===== config.mk =====
export PLATFORM = sky130hd
export DESIGN_NAME = msf_ctrl
export DESIGN_NICKNAME = d
export VERILOG_FILES = /design/src/design/msf_pkg.sv /design/src/design/msf_ctrl.sv
export SDC_FILE = /design/constraint.sdc
export NUM_CORES = 1
export LEC_CHECK = 0
export BUFFER_PORTS_ARGS = -buffer_cell sky130_fd_sc_hd__buf_2
export CAP_MARGIN = 20
export CORE_MARGIN = 8
export CORE_UTILIZATION = 40
export CTS_BUF_LIST = sky130_fd_sc_hd__clkbuf_4 sky130_fd_sc_hd__clkbuf_8 sky130_fd_sc_hd__clkbuf_16
export CTS_CLUSTER_DIAMETER = 80
export CTS_CLUSTER_SIZE = 30
export DETAILED_ROUTE_END_ITERATION = 10
export PLACE_DENSITY = 0.8
export SYNTH_ARGS = -nofsm -noshare
export SYNTH_HDL_FRONTEND = slang
export SYNTH_SLANG_ARGS = --single-unit

===== constraint.sdc =====
create_clock -name clk -period 1.7 [get_ports clk]
set_clock_uncertainty 0.1 [all_clocks]
set_input_delay 0.255 -clock clk [delete_from_list [all_inputs] [get_ports clk]]
set_output_delay 0.255 -clock clk [all_outputs]
set_load 0.1 [all_outputs]

===== src/design/msf_pkg.sv =====
`default_nettype none
package msf_pkg;
	localparam int MAX_VERTICES = 32;
	localparam int MAX_EDGES = 256;
	localparam int WEIGHT_BITS = 16;
	localparam int VW = $clog2(MAX_VERTICES);
	localparam int CW = $clog2(MAX_VERTICES + 1);
	localparam int EW = $clog2(MAX_EDGES);
	localparam int NW = $clog2(MAX_EDGES + 1);
	localparam int RW = 3;
	localparam int COST_BITS = 21;
	localparam int DROP_BITS = 8;
	localparam int ENTRY_BITS = 2 * VW + WEIGHT_BITS;

	typedef enum logic [3:0] {
		ST_IDLE,
		ST_SORT_RD,
		ST_SORT_CMP,
		ST_SORT_NEXT,
		ST_WALK_RD,
		ST_WALK_CHK,
		ST_FIND_A,
		ST_FIND_B,
		ST_JOIN,
		ST_EMIT,
		ST_ROOTS,
		ST_SUMMARY,
		ST_CLEAR
	} state_t;

	typedef struct packed {
		logic store_edge;
		logic drop_edge;
		logic load_key;
		logic rd_prev;
		logic shift_prev;
		logic put_key;
		logic rd_walk;
		logic load_walk;
		logic find_a;
		logic find_b;
		logic join_roots;
		logic count_root;
		logic clear_all;
		logic start_run;
	} cmd_t;

	typedef struct packed {
		logic store_full;
		logic endpoint_bad;
		logic sort_done;
		logic prev_greater;
		logic j_zero;
		logic walk_done;
		logic walk_skip;
		logic find_done;
		logic same_root;
		logic roots_done;
	} sts_t;
endpackage
`default_nettype wire


===== src/design/msf_ctrl.sv =====
`default_nettype none
module msf_ctrl (
	input  wire logic            clk,
	input  wire logic            arst_n,
	input  wire logic            in_valid,
	input  wire logic            in_kind,
	output logic                 in_ready,
	output logic                 out_valid,
	output logic                 out_summary,
	input  wire logic            out_ready,
	input  wire msf_pkg::sts_t   sts,
	output msf_pkg::cmd_t        cmd
);
	msf_pkg::state_t state_q, state_d;
	logic find_b_q;

	always_ff @(posedge clk or negedge arst_n) begin
		if (!arst_n) begin
			state_q <= msf_pkg::ST_IDLE;
			find_b_q <= 1'b0;
		end else begin
			state_q <= state_d;
			if (state_q == msf_pkg::ST_WALK_CHK) find_b_q <= 1'b0;
			else if (state_q == msf_pkg::ST_FIND_A && sts.find_done) find_b_q <= 1'b1;
		end
	end

	always_comb begin
		state_d = state_q;
		unique case (state_q)
			msf_pkg::ST_IDLE:
				if (in_valid && in_kind) state_d = msf_pkg::ST_SORT_RD;
			msf_pkg::ST_SORT_RD:
				state_d = sts.sort_done ? msf_pkg::ST_WALK_RD : msf_pkg::ST_SORT_CMP;
			msf_pkg::ST_SORT_CMP:
				state_d = msf_pkg::ST_SORT_NEXT;
			msf_pkg::ST_SORT_NEXT:
				if (!sts.j_zero && sts.prev_greater) state_d = msf_pkg::ST_SORT_CMP;
				else state_d = msf_pkg::ST_SORT_RD;
			msf_pkg::ST_WALK_RD:
				state_d = sts.walk_done ? msf_pkg::ST_ROOTS : msf_pkg::ST_WALK_CHK;
			msf_pkg::ST_WALK_CHK:
				state_d = sts.walk_skip ? msf_pkg::ST_WALK_RD : msf_pkg::ST_FIND_A;
			msf_pkg::ST_FIND_A:
				if (sts.find_done) state_d = msf_pkg::ST_FIND_B;
			msf_pkg::ST_FIND_B:
				if (sts.find_done) state_d = msf_pkg::ST_JOIN;
			msf_pkg::ST_JOIN:
				state_d = sts.same_root ? msf_pkg::ST_WALK_RD : msf_pkg::ST_EMIT;
			msf_pkg::ST_EMIT:
				if (out_ready) state_d = msf_pkg::ST_WALK_RD;
			msf_pkg::ST_ROOTS:
				if (sts.roots_done) state_d = msf_pkg::ST_SUMMARY;
			msf_pkg::ST_SUMMARY:
				if (out_ready) state_d = msf_pkg::ST_CLEAR;
			msf_pkg::ST_CLEAR:
				state_d = msf_pkg::ST_IDLE;
			default: state_d = msf_pkg::ST_IDLE;
		endcase
	end

	always_comb begin
		cmd = '0;
		in_ready = 1'b0;
		out_valid = 1'b0;
		out_summary = 1'b0;
		unique case (state_q)
			msf_pkg::ST_IDLE: begin
				in_ready = 1'b1;
				if (in_valid && !in_kind) begin
					cmd.store_edge = !sts.store_full && !sts.endpoint_bad;
					cmd.drop_edge = sts.store_full || sts.endpoint_bad;
				end
				cmd.start_run = in_valid && in_kind;
			end
			msf_pkg::ST_SORT_RD: cmd.load_key = !sts.sort_done;
			msf_pkg::ST_SORT_CMP: cmd.rd_prev = 1'b1;
			msf_pkg::ST_SORT_NEXT: begin
				if (!sts.j_zero && sts.prev_greater) cmd.shift_prev = 1'b1;
				else cmd.put_key = 1'b1;
			end
			msf_pkg::ST_WALK_RD: cmd.rd_walk = !sts.walk_done;
			msf_pkg::ST_WALK_CHK: cmd.load_walk = !sts.walk_skip;
			msf_pkg::ST_FIND_A: cmd.find_a = 1'b1;
			msf_pkg::ST_FIND_B: cmd.find_b = 1'b1;
			msf_pkg::ST_JOIN: cmd.join_roots = !sts.same_root;
			msf_pkg::ST_EMIT: out_valid = 1'b1;
			msf_pkg::ST_ROOTS: cmd.count_root = 1'b1;
			msf_pkg::ST_SUMMARY: begin
				out_valid = 1'b1;
				out_summary = 1'b1;
			end
			msf_pkg::ST_CLEAR: cmd.clear_all = 1'b1;
			default: ;
		endcase
		cmd.find_b = cmd.find_b & find_b_q | (state_q == msf_pkg::ST_FIND_B);
	end
endmodule
`default_nettype wire


==> impl_metrics.py, run 1 <==
metrics = {
    "status": {
        "status": "did not finish",
        "stop_stage": "clock tree synthesis (4_1_cts)",
        "tool.error": "[ERROR DPL-0038] Utilization greater than 100%, impossible to legalize",
    },
    "clocking": {
        "cts.sinks": 4,
        "hold_buffers": 1,
        "post_cts_resized": 39,
        "cts_max_level": 1,
        "cts_root_buf": "clkbuf_4",
        "clk_path_buf_depth": 2,
        "cts_made_buffers": 3,
        "postCtsSetupBuffers": 19,
    },
    "die": {
        "num_rows": 13,
        "pin_count": 32,
        "die_w_microns": 53.3,
        "initial_core_util_pct": 42.8,
        "die_h_microns": 53.3,
    },
    "synth": {
        "yosysSeqAreaShare_pct": 18.0,
        "yosys_warnings": 0,
        "syn_nets": 89,
        "syn_inst": 74,
        "synth_seq_cells": 4,
        "syn_avg_cell_area_sq_um": 7.52,
        "syn_area_sq_um": 557,
        "ys_types": 34,
    },
    "placement": {
        "gp_congestion": 0.914,
        "dpl_cell_area_sq_um": 1250,
        "port_buffers": 31,
        "dp_hpwl_microns": 2460,
    },
}
## Yosys cell counts (all sizes together)
master | n | area [sq um]
nor2 | 8 | 30.0
nand2 | 6 | 25.0
nand2b | 6 | 37.5
nor3 | 6 | 30.0
nor4 | 6 | 50.0
a22oi | 4 | 35.0
dfrtp | 4 | 100
buf | 3 | 27.5
clkbuf | 3 | 11.3
inv | 3 | 11.3
o21ai | 3 | 15.0
o31ai | 3 | 22.5
a21oi | 2 | 10.0
nor3b | 2 | 15.0
nor4b | 2 | 23.8
o22ai | 2 | 12.5
a2111oi | 1 | 15.0
a211oi | 1 | 12.5
a221oi | 1 | 15.0
a2bb2oi | 1 | 8.76
and2 | 1 | 6.26
and3 | 1 | 6.26
mux2i | 1 | 10.0
nand3 | 1 | 5.00
nand3b | 1 | 7.51
nor2b | 1 | 6.26
o211ai | 1 | 7.51
## metrics by stage
stage | std cells | utilization, % | TNS (ns) | worst slack, ns
after floorplan | 74 | - | -9.14 | -1.62
after global placement | 129 | 96.0 | 0 | 0.0164
after detailed placement | 129 | 96.0 | -0.514 | -0.181
## kinds of logic after synthesis
group / share of synthesized area, %
compound gates: 27.6
buf+inv: 8.99
flops: 18.0
mux: 1.80
simple gates: 43.6
==> run 2: changes to the inputs <==
CORE_AREA = 8 8 69 71   (was not set)
CORE_MARGIN = not set   (was 8)
CORE_UTILIZATION = not set   (was 40)
CTS_BUF_LIST = not set   (was sky130_fd_sc_hd__clkbuf_4 sky130_fd_sc_hd__clkbuf_8 sky130_fd_sc_hd__clkbuf_16)
CTS_CLUSTER_DIAMETER = not set   (was 80)
CTS_CLUSTER_SIZE = not set   (was 30)
DIE_AREA = 0 0 77 79   (was not set)
PLACE_DENSITY = not set   (was 0.8)
PLACE_DENSITY_LB_ADDON = 0.15   (was not set)
==> run 2 against run 1 <==
The flow now finishes, with violations (negative setup slack). Synthesized area unchanged. Synthesized cell count unchanged.
==> impl_metrics.py, run 2 <==
metrics = {
    "sta": {
        "finalWorstSetupSlack_ns": -0.246,
        "min_period_over_period_pct": 114,
        "timing.fmax_ghz": 0.514,
        "tns_ns": -1.92,
        "grt_setup_unrepaired": "true",
        "hold_viol_final": 0,
        "period_minus_slack_ns": 1.95,
        "tightest_slew_ns": 0.395,
        "drv_slew": 0,
        "slew_headroom_pct": 73.3,
        "finalSetupViolCount": 17,
    },
    "cells_and_area": {
        "nets": 156,
        "stdcell_count": 190,
        "regMostFlops": "state_q",
        "final_core_util_pct": 45.2,
        "drive_gt1_share_pct": 80.7,
        "fill_cells": 359,
        "top_regs": "state_q (4)",
        "design_area_sq_um": 1720,
        "final_common_cell": "buf_12",
        "syn_to_final_growth_pct": 208,
        "n_antenna_cell": 0,
        "mostFrequentLayoutCells": "20 x buf_12, 17 x buf_4, 14 x buf_2, 14 x buf_6, 6 x nor4_4",
        "largest_reg_flops": 4,
    },
    "clocking": {
        "cts.sinks": 4,
        "cts_tree": "built",
        "cts.reportedPaths.clkPinSlew_ns": 0.03,
        "clk_latency_ns": 0.22,
        "clk_path_buf_depth": 2,
        "cts_root_buf": "clkbuf_8",
        "cts_made_buffers": 3,
        "cts_max_level": 1,
    },
    "synth": {
        "syn_inst": 74,
        "synth_top_area_cell": "dfrtp_1",
        "synthTopCellsByCount": "8 x nor2_1, 6 x nand2b_1, 6 x nor3_1",
        "synth.area.top_cells": "dfrtp_1 18%, nand2b_1 6.7%, nor3_1 5.4%",
        "synthFlopType": "dfrtp_1",
        "syn_avg_cell_area_sq_um": 7.52,
        "ys_types": 34,
        "yosys_warnings": 0,
        "syn_area_sq_um": 557,
        "synth_seq_cells": 4,
        "yosysMostFrequentCell": "nor2_1",
        "syn_nets": 89,
        "async_reset_ff_share_pct": 100,
        "synth_edf_count": 0,
        "yosysSeqAreaShare_pct": 18.0,
        "synth_top_area_share_pct": 18.0,
    },
    "global_routing": {
        "grt_pass1_vias": 863,
        "grt_use_total_pct": 8.22,
        "grt_max_degree": 11,
        "antenna_found_initial": 0,
        "grt.overflow.total": 0,
        "grt_first_pass_wirelength_microns": 4060,
    },
    "worst_setup_path": {
        "reg2reg_to": "state_q[1]",
        "worstSetupPathType": "reg2out",
        "arrival_ns": 1.59,
        "crit_start": "state_q[1]",
        "r2r_cells": 6,
        "r2r_slack_ns": -0.04,
        "start_kind": "register",
        "cp.required_ns": 1.34,
        "rr_startpoint": "state_q[2]",
        "endpoint_kind": "output pin",
        "crit_fanout": 2,
    },
    "power_and_ir_drop": {
        "ir_drop_v": 0.00134,
        "power_density_nw_per_um2": 2150,
        "leakagePower_nw": 0.659,
    },
    "die": {
        "initial_core_util_pct": 14.7,
        "die_h_microns": 79,
        "core_sq_um": 3800,
        "num_rows": 23,
        "dieArea_sq_um": 6080,
        "die_w_microns": 77,
        "pin_count": 32,
    },
    "detailed_routing": {
        "viasPerCell": 4.43,
        "wl_microns": 2790,
        "dr.pass1.iters": 4,
        "drtIter0Drc": 45,
        "postRouteAntennaNets": 0,
        "drc": 0,
        "routedWlPerCell_microns": 14.7,
        "num_vias": 842,
    },
    "status": {
        "status": "finished, violations left",
        "violations": "negative setup slack",
    },
    "placement": {
        "place_inst": 166,
        "dp_hpwl_microns": 2020,
        "dpl_cell_area_sq_um": 1330,
        "gp_congestion": 0.791,
        "port_buffers": 31,
    },
    "job": {
        "maxCapViolations": 0,
    },
    "min_path": {
        "min_path_type": "in2async",
    },
}
run 2: cell counts after synthesis:
No cell type changed its count.
run 2: repair_timing:
item | in CTS | in global routing
gates cloned | 0 | 0
gates resized for setup | 21 | 26
setup buffers | 6 | 15
hold endpoints to repair | 4 | 0
hold buffers | 1 | 0
endpoints found under the setup margin | 19 | 21
pin swaps | 3 | 15
run 2: cell families after synthesis:
group,count (synthesis),synth area share (%)
AND/OR/NAND/NOR,41,43.6
AO/OA/AOI/OAI,19,27.6
buffers and inverters,9,8.99
flip-flops,4,18.0
multiplexers,1,1.80
run 2: how the worst max path moves through the flow:
| stage | end | slack [ns] | cells past startpoint |
|---|---|---|---|
| floorplan | cmd[13] | -1.62 | 3 |
| global placement | cmd[10] | -0.01 | 4 |
| detailed placement | state_q[1] | -0.02 | 5 |
| CTS | cmd[13] | -0.27 | 4 |
| global route | cmd[13] | -0.32 | 4 |
| finish | cmd[13] | -0.25 | 4 |
run 2: area by class of cell:
class,count,area (sq um),area share (%)
clock buffer,4,45.0,2.62
multi-input combinational,61,697,40.6
tap,50,62.6,3.64
sequential,4,105,6.12
inverter,3,11.3,0.656
timing repair buffer,68,796,46.4
run 2: metal layers:
layer / up-vias / track usage [%] / wire [microns]
li1: 412 / - / -
met1: 404 / 9.68 / 1110
met2: 24 / 13.8 / 1520
met3: 2 / 2.26 / 144
met4: 0 / 3.40 / 22
met5: - / 0 / 0
run 2: report_power, final:
group	internal [W]	total [W]	switching (W)
registers	0.000154	0.000234	0.0000798
clock network	0.000161	0.000214	0.0000534
logic	0.00150	0.00325	0.00175
run 2: worst max-delay path, stage by stage (launching register included):
cell and delay (ns):
dfrtp_2 0.41, nor4_4 0.33, nand2_2 0.14, nor4_4 0.27, buf_12 0.21
run 2: through the flow:
stage                     hold WS (ns)  worst slack, ns  total power, W
after floorplan                 -0.141            -1.62         0.00187
after global placement         -0.0337          -0.0110         0.00270
after detailed placement       -0.0360          -0.0233         0.00270
after CTS                        0.280           -0.265         0.00324
after global routing             0.299           -0.320         0.00390
final                            0.272           -0.246         0.00370
No activity file was read; power rests on OpenSTA's default activity.
